**config.mk**
```make
export PLATFORM = sky130hd
export DESIGN_NAME = iec_type2_ppm_ballistics_unit
export DESIGN_NICKNAME = d
export VERILOG_FILES = /design/src/rtl/ppmb_pkg.sv /design/src/rtl/ppmb_mul.sv /design/src/rtl/ppmb_cfg.sv /design/src/rtl/ppmb_core.sv /design/src/rtl/iec_type2_ppm_ballistics_unit.sv
export SDC_FILE = /design/constraint.sdc
export NUM_CORES = 2
export LEC_CHECK = 0
export BUFFER_PORTS_ARGS = -buffer_cell sky130_fd_sc_hd__buf_2
export CAP_MARGIN = 20
export CORE_ASPECT_RATIO = 1.2
export CORE_MARGIN = 2
export CORE_UTILIZATION = 55
export CTS_CLUSTER_SIZE = 10
export DETAILED_ROUTE_END_ITERATION = 6
export GPL_TIMING_DRIVEN = 0
export PLACE_DENSITY_LB_ADDON = 0.25
export SYNTH_ARGS = -nofsm -noshare
export SYNTH_HDL_FRONTEND = slang
export SYNTH_SLANG_ARGS = --single-unit
export TNS_END_PERCENT = 1
```
**constraint.sdc**
```tcl
create_clock -name clk -period 8.95 [get_ports clk]
set_input_delay 0.4475 -clock clk [delete_from_list [all_inputs] [get_ports clk]]
set_output_delay 0.4475 -clock clk [all_outputs]
set_load 0.01 [all_outputs]
```
**src/rtl/ppmb_pkg.sv**
```systemverilog
// Package for the PPM ballistics block: widths, codes, register defaults,
// the configuration struct and the rectifier helper.
// No dependencies; used by every module of the block.
`timescale 1ns / 1ps
`default_nettype none

package ppmb_pkg;

  // Field and datapath widths
  localparam int SAMPLE_BITS   = 24;
  localparam int COEF_BITS     = 24;
  localparam int GAIN_BITS     = 16;
  localparam int ENV_FRAC_BITS = 8;
  localparam int ENV_BITS      = SAMPLE_BITS + ENV_FRAC_BITS;   // 32
  localparam int HOLD_BITS     = ENV_BITS + 1;                  // 33
  localparam int LEVEL_BITS    = 24;
  localparam int GROUP_SIZE    = 4;
  localparam int SAMP_IDX_BITS = 2;

  // Shared multiplier: (a * b) >> COEF_BITS for every operation
  localparam int MUL_A_BITS = HOLD_BITS;
  localparam int MUL_B_BITS = COEF_BITS;
  localparam int PROD_BITS  = MUL_A_BITS + MUL_B_BITS;
  localparam int SHR_BITS   = PROD_BITS - COEF_BITS;            // 33

  // Operation sequence of a process item: two decays, then slow/fast
  // attack pairs, one pair per sample
  localparam int NUM_OPS = 2 + 2 * GROUP_SIZE;
  localparam int OP_BITS = 4;

  // Action codes
  localparam logic [1:0] ACT_PROCESS = 2'd0;
  localparam logic [1:0] ACT_READ    = 2'd1;
  localparam logic [1:0] ACT_RESET   = 2'd2;

  // Register indexes
  localparam int REG_IDX_BITS = 2;
  localparam logic [REG_IDX_BITS-1:0] REG_SLOW_ATTACK = 2'd0;
  localparam logic [REG_IDX_BITS-1:0] REG_FAST_ATTACK = 2'd1;
  localparam logic [REG_IDX_BITS-1:0] REG_DECAY       = 2'd2;
  localparam logic [REG_IDX_BITS-1:0] REG_GAIN        = 2'd3;

  localparam int ADDR_BITS = 4;
  localparam int DATA_BITS = 32;

  // Register reset values
  localparam logic [COEF_BITS-1:0] SLOW_ATTACK_RST = 24'd69905;
  localparam logic [COEF_BITS-1:0] FAST_ATTACK_RST = 24'd300590;
  localparam logic [COEF_BITS-1:0] DECAY_RST       = 24'd16775818;
  localparam logic [GAIN_BITS-1:0] GAIN_RST        = 16'd33692;

  localparam logic [LEVEL_BITS-1:0] LEVEL_MAX = {LEVEL_BITS{1'b1}};

  typedef struct packed {
    logic [COEF_BITS-1:0] slow_attack_coef;
    logic [COEF_BITS-1:0] fast_attack_coef;
    logic [COEF_BITS-1:0] decay_coef;
    logic [GAIN_BITS-1:0] output_gain;
  } cfg_regs_t;

  // |sample| with envelope fraction bits appended; the most negative
  // sample maps to a magnitude of 2^23 (2^31 with the fraction bits)
  function automatic logic [ENV_BITS-1:0] rectify(input logic [SAMPLE_BITS-1:0] s);
    logic [SAMPLE_BITS-1:0] mag;
    mag = s[SAMPLE_BITS-1] ? (~s + 1'b1) : s;
    return {mag, {ENV_FRAC_BITS{1'b0}}};
  endfunction

endpackage

`default_nettype wire

```
**src/rtl/ppmb_mul.sv**
```systemverilog
// Shared unsigned multiplier of the PPM ballistics block, product registered.
// Depends on ppmb_pkg for operand widths.
`timescale 1ns / 1ps
`default_nettype none

module ppmb_mul (
  input  wire logic                           clk,
  input  wire logic [ppmb_pkg::MUL_A_BITS-1:0] a,
  input  wire logic [ppmb_pkg::MUL_B_BITS-1:0] b,
  output logic      [ppmb_pkg::PROD_BITS-1:0]  prod_r
);

  // One multiply per cycle, registered
  always_ff @(posedge clk) begin
    prod_r <= ppmb_pkg::PROD_BITS'(a) * ppmb_pkg::PROD_BITS'(b);
  end

endmodule

`default_nettype wire

```
**src/rtl/ppmb_cfg.sv**
```systemverilog
// APB-style register file of the PPM ballistics block (four registers).
// Depends on ppmb_pkg for register indexes, defaults and cfg_regs_t.
`timescale 1ns / 1ps
`default_nettype none

module ppmb_cfg (
  input  wire logic                            clk,
  input  wire logic                            rst_n,
  input  wire logic                            psel,
  input  wire logic                            penable,
  input  wire logic                            pwrite,
  input  wire logic [ppmb_pkg::ADDR_BITS-1:0]  paddr,
  input  wire logic [ppmb_pkg::DATA_BITS-1:0]  pwdata,
  output logic      [ppmb_pkg::DATA_BITS-1:0]  prdata,
  output logic                                 pready,
  output ppmb_pkg::cfg_regs_t                  cfg
);

  ppmb_pkg::cfg_regs_t              cfg_r;
  logic [ppmb_pkg::REG_IDX_BITS-1:0] reg_idx;
  logic                              wr_en;

  assign reg_idx = paddr[ppmb_pkg::ADDR_BITS-1:2];
  assign wr_en   = psel && penable && pwrite;
  assign pready  = 1'b1;
  assign cfg     = cfg_r;

  // Register writes
  always_ff @(posedge clk) begin
    if (!rst_n) begin
      cfg_r.slow_attack_coef <= ppmb_pkg::SLOW_ATTACK_RST;
      cfg_r.fast_attack_coef <= ppmb_pkg::FAST_ATTACK_RST;
      cfg_r.decay_coef       <= ppmb_pkg::DECAY_RST;
      cfg_r.output_gain      <= ppmb_pkg::GAIN_RST;
    end else if (wr_en) begin
      unique case (reg_idx)
        ppmb_pkg::REG_SLOW_ATTACK:
          cfg_r.slow_attack_coef <= pwdata[ppmb_pkg::COEF_BITS-1:0];
        ppmb_pkg::REG_FAST_ATTACK:
          cfg_r.fast_attack_coef <= pwdata[ppmb_pkg::COEF_BITS-1:0];
        ppmb_pkg::REG_DECAY:
          cfg_r.decay_coef       <= pwdata[ppmb_pkg::COEF_BITS-1:0];
        ppmb_pkg::REG_GAIN:
          cfg_r.output_gain      <= pwdata[ppmb_pkg::GAIN_BITS-1:0];
        default: ;
      endcase
    end
  end

  // Read mux
  always_comb begin
    unique case (reg_idx)
      ppmb_pkg::REG_SLOW_ATTACK:
        prdata = ppmb_pkg::DATA_BITS'(cfg_r.slow_attack_coef);
      ppmb_pkg::REG_FAST_ATTACK:
        prdata = ppmb_pkg::DATA_BITS'(cfg_r.fast_attack_coef);
      ppmb_pkg::REG_DECAY:
        prdata = ppmb_pkg::DATA_BITS'(cfg_r.decay_coef);
      ppmb_pkg::REG_GAIN:
        prdata = ppmb_pkg::DATA_BITS'(cfg_r.output_gain);
      default:
        prdata = '0;
    endcase
  end

endmodule

`default_nettype wire

```
**src/rtl/ppmb_core.sv**
```systemverilog
// Sequencer and state of the PPM ballistics block: envelopes, hold,
// operand setup for the shared multiplier, writeback and the result register.
// Depends on ppmb_pkg and ppmb_mul.
`timescale 1ns / 1ps
`default_nettype none

module ppmb_core (
  input  wire logic                              clk,
  input  wire logic                              rst_n,
  input  wire ppmb_pkg::cfg_regs_t               cfg,
  input  wire logic                              in_valid,
  output logic                                   in_ready,
  input  wire logic [1:0]                        in_action,
  input  wire logic [ppmb_pkg::SAMPLE_BITS-1:0]  in_sample_0,
  input  wire logic [ppmb_pkg::SAMPLE_BITS-1:0]  in_sample_1,
  input  wire logic [ppmb_pkg::SAMPLE_BITS-1:0]  in_sample_2,
  input  wire logic [ppmb_pkg::SAMPLE_BITS-1:0]  in_sample_3,
  output logic                                   out_valid,
  input  wire logic                              out_ready,
  output logic      [ppmb_pkg::LEVEL_BITS-1:0]   out_level
);

  localparam int ENV_BITS  = ppmb_pkg::ENV_BITS;
  localparam int HOLD_BITS = ppmb_pkg::HOLD_BITS;
  localparam int OP_BITS   = ppmb_pkg::OP_BITS;
  localparam logic [OP_BITS-1:0] LAST_OP = OP_BITS'(ppmb_pkg::NUM_OPS - 1);
  localparam logic [OP_BITS-1:0] FIRST_ATTACK_OP = OP_BITS'(2);

  localparam logic [2:0] ST_IDLE  = 3'd0;
  localparam logic [2:0] ST_SETUP = 3'd1;
  localparam logic [2:0] ST_MUL   = 3'd2;
  localparam logic [2:0] ST_WB    = 3'd3;
  localparam logic [2:0] ST_FIN   = 3'd4;

  // Control and state
  logic [2:0]           state_r, state_nxt;
  logic [OP_BITS-1:0]   op_r, op_nxt;
  logic                 is_read_r, is_read_nxt;
  logic [ENV_BITS-1:0]  slow_r, slow_nxt;
  logic [ENV_BITS-1:0]  fast_r, fast_nxt;
  logic [HOLD_BITS-1:0] hold_r, hold_nxt;
  logic                 clear_r, clear_nxt;
  logic                 out_valid_r, out_valid_nxt;

  // Payload
  logic [ppmb_pkg::SAMPLE_BITS-1:0] samp_r [ppmb_pkg::GROUP_SIZE];
  logic [ppmb_pkg::MUL_A_BITS-1:0]  a_r, a_nxt;
  logic [ppmb_pkg::MUL_B_BITS-1:0]  b_r, b_nxt;
  logic                             wb_en_r, wb_en_nxt;
  logic [ppmb_pkg::LEVEL_BITS-1:0]  level_r, level_nxt;
  logic                             load_ops;

  logic [ppmb_pkg::PROD_BITS-1:0]   prod_r;
  logic [ppmb_pkg::SHR_BITS-1:0]    prod_sh;

  // Operand setup signals
  logic [OP_BITS-1:0]                setup_idx;
  logic [ppmb_pkg::SAMP_IDX_BITS-1:0] samp_sel;
  logic [ENV_BITS-1:0]               env_sel;
  logic [ENV_BITS-1:0]               t_val;
  logic [ppmb_pkg::COEF_BITS-1:0]    att_coef;

  // Writeback signals
  logic [ENV_BITS-1:0]  env_tgt;
  logic [ENV_BITS:0]    add_sum;
  logic [ENV_BITS-1:0]  env_new;
  logic [HOLD_BITS-1:0] env_sum;
  logic [HOLD_BITS-1:0] hold_base;
  logic                 accept;
  logic                 out_free;

  assign in_ready  = (state_r == ST_IDLE);
  assign accept    = in_valid && in_ready;
  assign out_valid = out_valid_r;
  assign out_level = level_r;
  assign out_free  = !out_valid_r || out_ready;
  assign prod_sh   = prod_r[ppmb_pkg::PROD_BITS-1:ppmb_pkg::COEF_BITS];

  // Shared multiplier
  ppmb_mul u_mul (
    .clk    (clk),
    .a      (a_r),
    .b      (b_r),
    .prod_r (prod_r)
  );

  // Operand setup for the next op: first op from SETUP, following ones
  // while the previous op writes back (they touch the other envelope).
  // A read keeps its operands so the product holds while the result waits.
  always_comb begin
    setup_idx = (state_r == ST_SETUP) ? '0 : OP_BITS'(op_r + 1'b1);
    samp_sel  = ppmb_pkg::SAMP_IDX_BITS'(setup_idx[OP_BITS-1:1] - 3'd1);
    env_sel   = setup_idx[0] ? fast_r : slow_r;
    t_val     = ppmb_pkg::rectify(samp_r[samp_sel]);
    att_coef  = setup_idx[0] ? cfg.fast_attack_coef : cfg.slow_attack_coef;
    if (state_r == ST_SETUP && is_read_r) begin
      a_nxt     = hold_r;
      b_nxt     = ppmb_pkg::MUL_B_BITS'(cfg.output_gain);
      wb_en_nxt = 1'b1;
    end else if (setup_idx < FIRST_ATTACK_OP) begin
      a_nxt     = ppmb_pkg::MUL_A_BITS'(env_sel);
      b_nxt     = cfg.decay_coef;
      wb_en_nxt = 1'b1;
    end else begin
      a_nxt     = ppmb_pkg::MUL_A_BITS'(t_val - env_sel);
      b_nxt     = att_coef;
      wb_en_nxt = (t_val > env_sel);
    end
    load_ops = (state_r == ST_SETUP) || (state_r == ST_WB && !is_read_r);
  end

  // Writeback datapath
  always_comb begin
    env_tgt   = op_r[0] ? fast_r : slow_r;
    add_sum   = {1'b0, env_tgt} + {1'b0, prod_sh[ENV_BITS-1:0]};
    env_new   = (op_r < FIRST_ATTACK_OP) ? prod_sh[ENV_BITS-1:0] : add_sum[ENV_BITS-1:0];
    env_sum   = {1'b0, slow_r} + {1'b0, fast_r};
    hold_base = clear_r ? '0 : hold_r;
    level_nxt = (|prod_sh[ppmb_pkg::SHR_BITS-1:ppmb_pkg::LEVEL_BITS]) ?
                ppmb_pkg::LEVEL_MAX : prod_sh[ppmb_pkg::LEVEL_BITS-1:0];
  end

  // Sequencer
  always_comb begin
    state_nxt     = state_r;
    op_nxt        = op_r;
    is_read_nxt   = is_read_r;
    slow_nxt      = slow_r;
    fast_nxt      = fast_r;
    hold_nxt      = hold_r;
    clear_nxt     = clear_r;
    out_valid_nxt = out_valid_r && !out_ready;
    unique case (state_r)
      ST_IDLE: begin
        op_nxt = '0;
        if (accept) begin
          unique case (in_action)
            ppmb_pkg::ACT_PROCESS: begin
              is_read_nxt = 1'b0;
              state_nxt   = ST_SETUP;
            end
            ppmb_pkg::ACT_READ: begin
              is_read_nxt = 1'b1;
              state_nxt   = ST_SETUP;
            end
            ppmb_pkg::ACT_RESET: begin
              slow_nxt  = '0;
              fast_nxt  = '0;
              hold_nxt  = '0;
              clear_nxt = 1'b1;
            end
            default: ;
          endcase
        end
      end
      ST_SETUP: state_nxt = ST_MUL;
      ST_MUL:   state_nxt = ST_WB;
      ST_WB: begin
        if (is_read_r) begin
          // hold here until the result register is free
          if (out_free) begin
            out_valid_nxt = 1'b1;
            clear_nxt     = 1'b1;
            state_nxt     = ST_IDLE;
          end
        end else begin
          if (wb_en_r) begin
            if (op_r[0]) fast_nxt = env_new;
            else         slow_nxt = env_new;
          end
          if (op_r == LAST_OP) begin
            state_nxt = ST_FIN;
          end else begin
            op_nxt    = OP_BITS'(op_r + 1'b1);
            state_nxt = ST_MUL;
          end
        end
      end
      ST_FIN: begin
        hold_nxt  = (env_sum > hold_base) ? env_sum : hold_base;
        clear_nxt = 1'b0;
        state_nxt = ST_IDLE;
      end
      default: state_nxt = ST_IDLE;
    endcase
  end

  // Control and state registers
  always_ff @(posedge clk) begin
    if (!rst_n) begin
      state_r     <= ST_IDLE;
      op_r        <= '0;
      is_read_r   <= 1'b0;
      slow_r      <= '0;
      fast_r      <= '0;
      hold_r      <= '0;
      clear_r     <= 1'b1;
      out_valid_r <= 1'b0;
    end else begin
      state_r     <= state_nxt;
      op_r        <= op_nxt;
      is_read_r   <= is_read_nxt;
      slow_r      <= slow_nxt;
      fast_r      <= fast_nxt;
      hold_r      <= hold_nxt;
      clear_r     <= clear_nxt;
      out_valid_r <= out_valid_nxt;
    end
  end

  // Payload registers
  always_ff @(posedge clk) begin
    if (accept) begin
      samp_r[0] <= in_sample_0;
      samp_r[1] <= in_sample_1;
      samp_r[2] <= in_sample_2;
      samp_r[3] <= in_sample_3;
    end
    if (load_ops) begin
      a_r     <= a_nxt;
      b_r     <= b_nxt;
      wb_en_r <= wb_en_nxt;
    end
    if (state_r == ST_WB && is_read_r && out_free) begin
      level_r <= level_nxt;
    end
  end

  // Checks
  a_attack_no_wrap: assert property (@(posedge clk) disable iff (!rst_n)
    (state_r == ST_WB && !is_read_r && wb_en_r && op_r >= FIRST_ATTACK_OP)
      |-> !add_sum[ENV_BITS])
    else $error("envelope attack overflowed");

  a_result_from_read: assert property (@(posedge clk) disable iff (!rst_n)
    $rose(out_valid_r) |-> $past(state_r == ST_WB && is_read_r))
    else $error("result raised outside read writeback");

  a_fin_clears: assert property (@(posedge clk) disable iff (!rst_n)
    (state_r == ST_FIN) |=> (!clear_r && state_r == ST_IDLE))
    else $error("hold update did not finish the group");

  a_op_range: assert property (@(posedge clk) disable iff (!rst_n)
    (state_r != ST_IDLE) |-> (op_r <= LAST_OP))
    else $error("op counter out of range");

endmodule

`default_nettype wire

```
**src/rtl/iec_type2_ppm_ballistics_unit.sv**
```systemverilog
// Top level of the IEC type II PPM ballistics block.
// Depends on ppmb_pkg, ppmb_cfg, ppmb_core (which holds ppmb_mul).
//
//  channel   handshake             payload
//  in_       in_valid/in_ready     in_action, in_sample_0..in_sample_3
//  out_      out_valid/out_ready   out_level
//  cfg       psel/penable/pready   paddr, pwrite, pwdata, prdata
//
// After a process item is accepted in_ready stays low for one operand setup,
// ten multiply and writeback pairs (two decays, eight attacks) through the
// one shared multiplier and then the hold update; a new process item is taken
// only once the last is through. A read item keeps in_ready low through its
// setup, multiply and writeback states and any wait for the result register;
// reset and unused items leave it high. rst_n is synchronous.
`timescale 1ns / 1ps
`default_nettype none

module iec_type2_ppm_ballistics_unit (
  input  wire logic                              clk,
  input  wire logic                              rst_n,
  input  wire logic                              in_valid,
  output logic                                   in_ready,
  input  wire logic [1:0]                        in_action,
  input  wire logic [ppmb_pkg::SAMPLE_BITS-1:0]  in_sample_0,
  input  wire logic [ppmb_pkg::SAMPLE_BITS-1:0]  in_sample_1,
  input  wire logic [ppmb_pkg::SAMPLE_BITS-1:0]  in_sample_2,
  input  wire logic [ppmb_pkg::SAMPLE_BITS-1:0]  in_sample_3,
  output logic                                   out_valid,
  input  wire logic                              out_ready,
  output logic      [ppmb_pkg::LEVEL_BITS-1:0]   out_level,
  input  wire logic                              psel,
  input  wire logic                              penable,
  input  wire logic                              pwrite,
  input  wire logic [ppmb_pkg::ADDR_BITS-1:0]    paddr,
  input  wire logic [ppmb_pkg::DATA_BITS-1:0]    pwdata,
  output logic      [ppmb_pkg::DATA_BITS-1:0]    prdata,
  output logic                                   pready
);

  ppmb_pkg::cfg_regs_t cfg;

  // Register file
  ppmb_cfg u_cfg (
    .clk     (clk),
    .rst_n   (rst_n),
    .psel    (psel),
    .penable (penable),
    .pwrite  (pwrite),
    .paddr   (paddr),
    .pwdata  (pwdata),
    .prdata  (prdata),
    .pready  (pready),
    .cfg     (cfg)
  );

  // Sequencer and datapath
  ppmb_core u_core (
    .clk         (clk),
    .rst_n       (rst_n),
    .cfg         (cfg),
    .in_valid    (in_valid),
    .in_ready    (in_ready),
    .in_action   (in_action),
    .in_sample_0 (in_sample_0),
    .in_sample_1 (in_sample_1),
    .in_sample_2 (in_sample_2),
    .in_sample_3 (in_sample_3),
    .out_valid   (out_valid),
    .out_ready   (out_ready),
    .out_level   (out_level)
  );

endmodule

`default_nettype wire
```
==> impl_summary.md <==
Clock tree
After clock tree synthesis, the clock-pin slew on the worst setup and hold paths is 0.06 ns. In this run the clock root is driven by a sky130_fd_sc_hd__clkbuf_16. For the worst-skew pair, the clock arrives at the later sink with an insertion delay of 0.61 ns. The H-tree was split into 2 levels. The worst-case clock buffer depth is 3. The total number of clock tree sinks is 406. TritonCTS built the clock tree. The number of buffers created by CTS is 48.

Routing
The total via count in the routed design is 40000. The average vias per placed instance is 5.93. The overall routed net length is 163 mm. The antenna violation net count after detailed routing is 0. After the first detailed-routing iteration, the DRC count stood at between 3000 and 4000. The number of detailed-routing iterations run before antenna repair is 7. The average wire per standard cell is 24.1 um. The remaining routing DRC violations is 0.

Place
Buffers placed on the I/O ports in this run total 179. The post-DP HPWL is ~130 mm. At the end of routability-driven placement, the weighted congestion stood at 1.06.

Floorplan
The number of top-level pins is 200. The horizontal extent of the die is 272 um. For this configuration, the core starts out at a cell density of 0.557. Row generation in the floorplan step produced 117 rows. The core footprint is 85100 sq um. The die area is between 80000 and 90000 sq um. The y dimension of the die is between 300 and 400 um.

Logic synthesis
The fraction of the mapped netlist area in compound gates was 0.100. The post-synthesis instance area is 47300 sq um. The main combinational cell family by area after synthesis is adder cells.

Yosys mapped a number of flops with a built-in enable equal to 178. Counting distinct cell types in the post-synthesis netlist gives 79. The area share of xor/xnor cells in the synthesized design is 0.0255. The simple logic cell fraction of the synthesized area is 0.185. The portion of netlist area occupied by mux cells is 0.0285. For this run, the register share of the synthesized area comes to 0.209. The mean instance size in the synthesized netlist is approximately 9 sq um.

Counting flops with an async set or reset pin after synthesis yields a share of 0. Synthesis inferred 406 register bits. Among all flip-flop cells after synthesis, the most frequent one is sky130_fd_sc_hd__dfxtp_1. The Yosys warning count is 0. The gate count of the mapped netlist is 5285. Of the total synthesized cell area, the portion taken by full adders, half adders and majority gates is 0.368.

Critical path
The critical path goes through clkbuf_1 > nand2_1 > fa_1 > inv_1 > fa_1 > fa_1 > fa_1 > fa_1 > fa_1 > inv_1 > fa_1 > inv_1 > ha_1 > a21oi_1 > o21ai_0 > nor2_4 > o2111ai_4 > a311o_1 > o31a_1 > a221oi_2 > o21ai_1 > o21a_1 > o31a_1. The largest individual stage delay along the critical path comes from the cell sky130_fd_sc_hd__clkbuf_1. Tracing the worst setup path back leads to its startpoint at u_core.b_r[16]. The sort of element at the start of the critical path is a register.

The data arrival time of the critical path is 9.40 ns. The worst register-to-register path ends at u_core.u_mul.prod_r[50]. The required time of the worst setup path is about 9.4 ns. The worst setup path is captured at a register. The type of the worst setup path is register to register. Of all nets on the critical path, the largest fanout is 10. The cell that appears most often on the critical path is sky130_fd_sc_hd__fa_1. The flop-to-flop setup slack is 0.02 ns. In this run the critical register-to-register path is launched from u_core.b_r[16]. The worst register-to-register path has a depth of 23. The stage delay of the slowest cell on the critical path is 0.73 ns. The capture point of the critical path is u_core.u_mul.prod_r[50].

STA
For this run, the top clock speed supported by timing is between 100 and 150 MHz. Setup repair after global routing left no endpoint under its margin. The count of pins over their slew limit is 0. The total of endpoints with negative setup slack in the final report is 0. Headroom to the max-slew limit came out at 0.188. The worst clock skew is around 0.028 ns. The period utilization is 0.997. The clock period could shrink to 8.93 ns. At the pin with the least slew margin, the transition time is 1.21 ns. The final-report hold violation count is 0.

Global route
Across every metal layer, demand over resource in global routing totals 0.370. The maximum number of pins on one net before global-route repair is 82. The initial antenna violation count is 14. The total congestion overflow after global routing is 0. The first global-routing pass estimated ~240 mm of wire. The via count of the first global-routing pass came to 40600.

Run status
The run finished with clean final reports.

Cells and area
Fill cells in the final layout number 7351. The final net count is ~6700. The signed area change from the synthesized netlist to the final layout is 9.54%.

The layout cell share with drive strength beyond 1 is 0.0779. The end-of-flow core utilization is 0.610.

Job
The max-cap check violation count is 0.

Worst hold path
The min-delay analysis places its worst path in the category primary input to register.
-- logic make-up (layout without fill, tap and decap cells) --
logic type	after synthesis	after routing
compound gates	768	768
xor+xnor	136	136
fa+ha+maj	984	984
buf+inv	1033	1351
flops	406	406
mux	109	109
other cells	2	18
simple gates	1847	1847
-- flip-flops by register name (all words and copies together) (netlist names), 3 cells and up --
| register | count |
|---|---|
| u_core.samp_r | 96 |
| u_cfg.cfg | 88 |
| u_core.a_r | 33 |
| u_core.hold_r | 33 |
| u_core.u_mul.prod_r | 33 |
| u_core.fast_r | 32 |
| u_core.slow_r | 32 |
| u_core.b_r | 24 |
| u_core.out_level | 24 |
| u_core.op_r | 4 |
| u_core.state_r | 3 |
-- synth_stat cells (all sizes together) (30+ instances only) --
library cell	number	area, sq um
nand2	920	3450
inv	741	2780
fa	681	13600
and2	422	2640
ha	303	3790
a21oi	281	1410
clkbuf	262	983
dfxtp	228	4560
edfxtp	178	5350
o21ai	169	846
nor2	139	522
nand3	124	621
xnor2	86	753
a21o	80	601
nand2b	50	313
xor2	49	429
mux2	47	529
mux2i	46	460
nor3	36	180
a22o	34	298
or2	32	200
buf	30	159
-- cell type report --
cell class / count / area, sq um / share of cell area
multi-input cells: 3853 / 33600 / 0.647
flip-flops and latches: 406 / 9910 / 0.191
inverters: 741 / 2780 / 0.0537
repair buffers: 237 / 1500 / 0.0290
well taps: 1130 / 1410 / 0.0273
clock buffers: 77 / 1380 / 0.0267
plain buffers: 292 / 1210 / 0.0234
clock inverters: 4 / 61.3 / 0.00118
diodes: 9 / 22.5 / 0.000434
-- worst max-delay path, delay by kind of cell (launching register included) --
kind	cells	cell delay (ns)
AND/OR/NAND/NOR	2	0.62
AO/OA/AOI/OAI	9	2.73
buffers and inverters	4	0.87
adder cells (fa/ha/maj)	8	3.83
flip-flops	1	0.71
-- worst min-delay path by stage --
stage,start,end,slack [ns],depth (start not counted)
after global placement,u_cfg.cfg[22],u_cfg.cfg[22],0.45,2
after global routing,in_sample_2[3],u_core.samp_r[2][3],0.007,1
after floorplan,u_cfg.cfg[16],u_cfg.cfg[16],0.44,2
final,in_sample_3[2],u_core.samp_r[3][2],0.02,1
after CTS,in_sample_1[20],u_core.samp_r[1][20],0.000005,1
after detailed placement,u_cfg.cfg[20],u_cfg.cfg[20],0.46,2
-- cells in the final DEF (no fill, tap or decap), types with 163 or more instances in the layout --
cell type | netlist | routed
sky130_fd_sc_hd__a21oi_1 | 281 | 281
sky130_fd_sc_hd__and2_1 | 421 | 421
sky130_fd_sc_hd__o21ai_0 | 164 | 163
sky130_fd_sc_hd__fa_1 | 681 | 681
sky130_fd_sc_hd__inv_1 | 740 | 739
sky130_fd_sc_hd__nand2_1 | 920 | 920
sky130_fd_sc_hd__edfxtp_1 | 178 | 178
sky130_fd_sc_hd__dfxtp_1 | 228 | 228
sky130_fd_sc_hd__buf_2 | 7 | 190
sky130_fd_sc_hd__ha_1 | 303 | 303
sky130_fd_sc_hd__clkbuf_1 | 262 | 228
-- per-layer routing --
metal,GRT usage,share of wire,vias up,wire [um]
met4,0.290,0.099,12,16000
met3,0.0730,0.081,675,13100
met1,0.415,0.34,19700,56000
met5,0,0.00055,-,89
met2,0.617,0.48,2042,77600
li1,-,-,17500,-
-- per-stage QoR --
stage          area, sq um  setup TNS (ns)  hold slack [ns]  setup slack [ns]  instances
2_1_floorplan        47400               0            0.443              1.81       5292
3_3_place_gp         49700          -20.38            0.452             -1.35       6601
3_5_place_dp         49800           -8.66            0.458             -1.05       6610
4_1_cts              51800               0       0.00000472             0.162       6736
5_1_grt              51800               0          0.00733           0.00942       6743
6_report             51900               0           0.0163            0.0241       6749
-- timing repair --
| item | in CTS | in global routing |
|---|---|---|
| hold endpoints to repair | 43 | 0 |
| hold buffers | 43 | 0 |
| resized for setup | 44 | 44 |
| setup buffers | 2 | 4 |
| gates cloned | 0 | 0 |
| setup endpoints to repair | 20 | 2 |
Power is not shown: default switching activity piles up to over one toggle a cycle in this logic, so the estimate is an artifact.
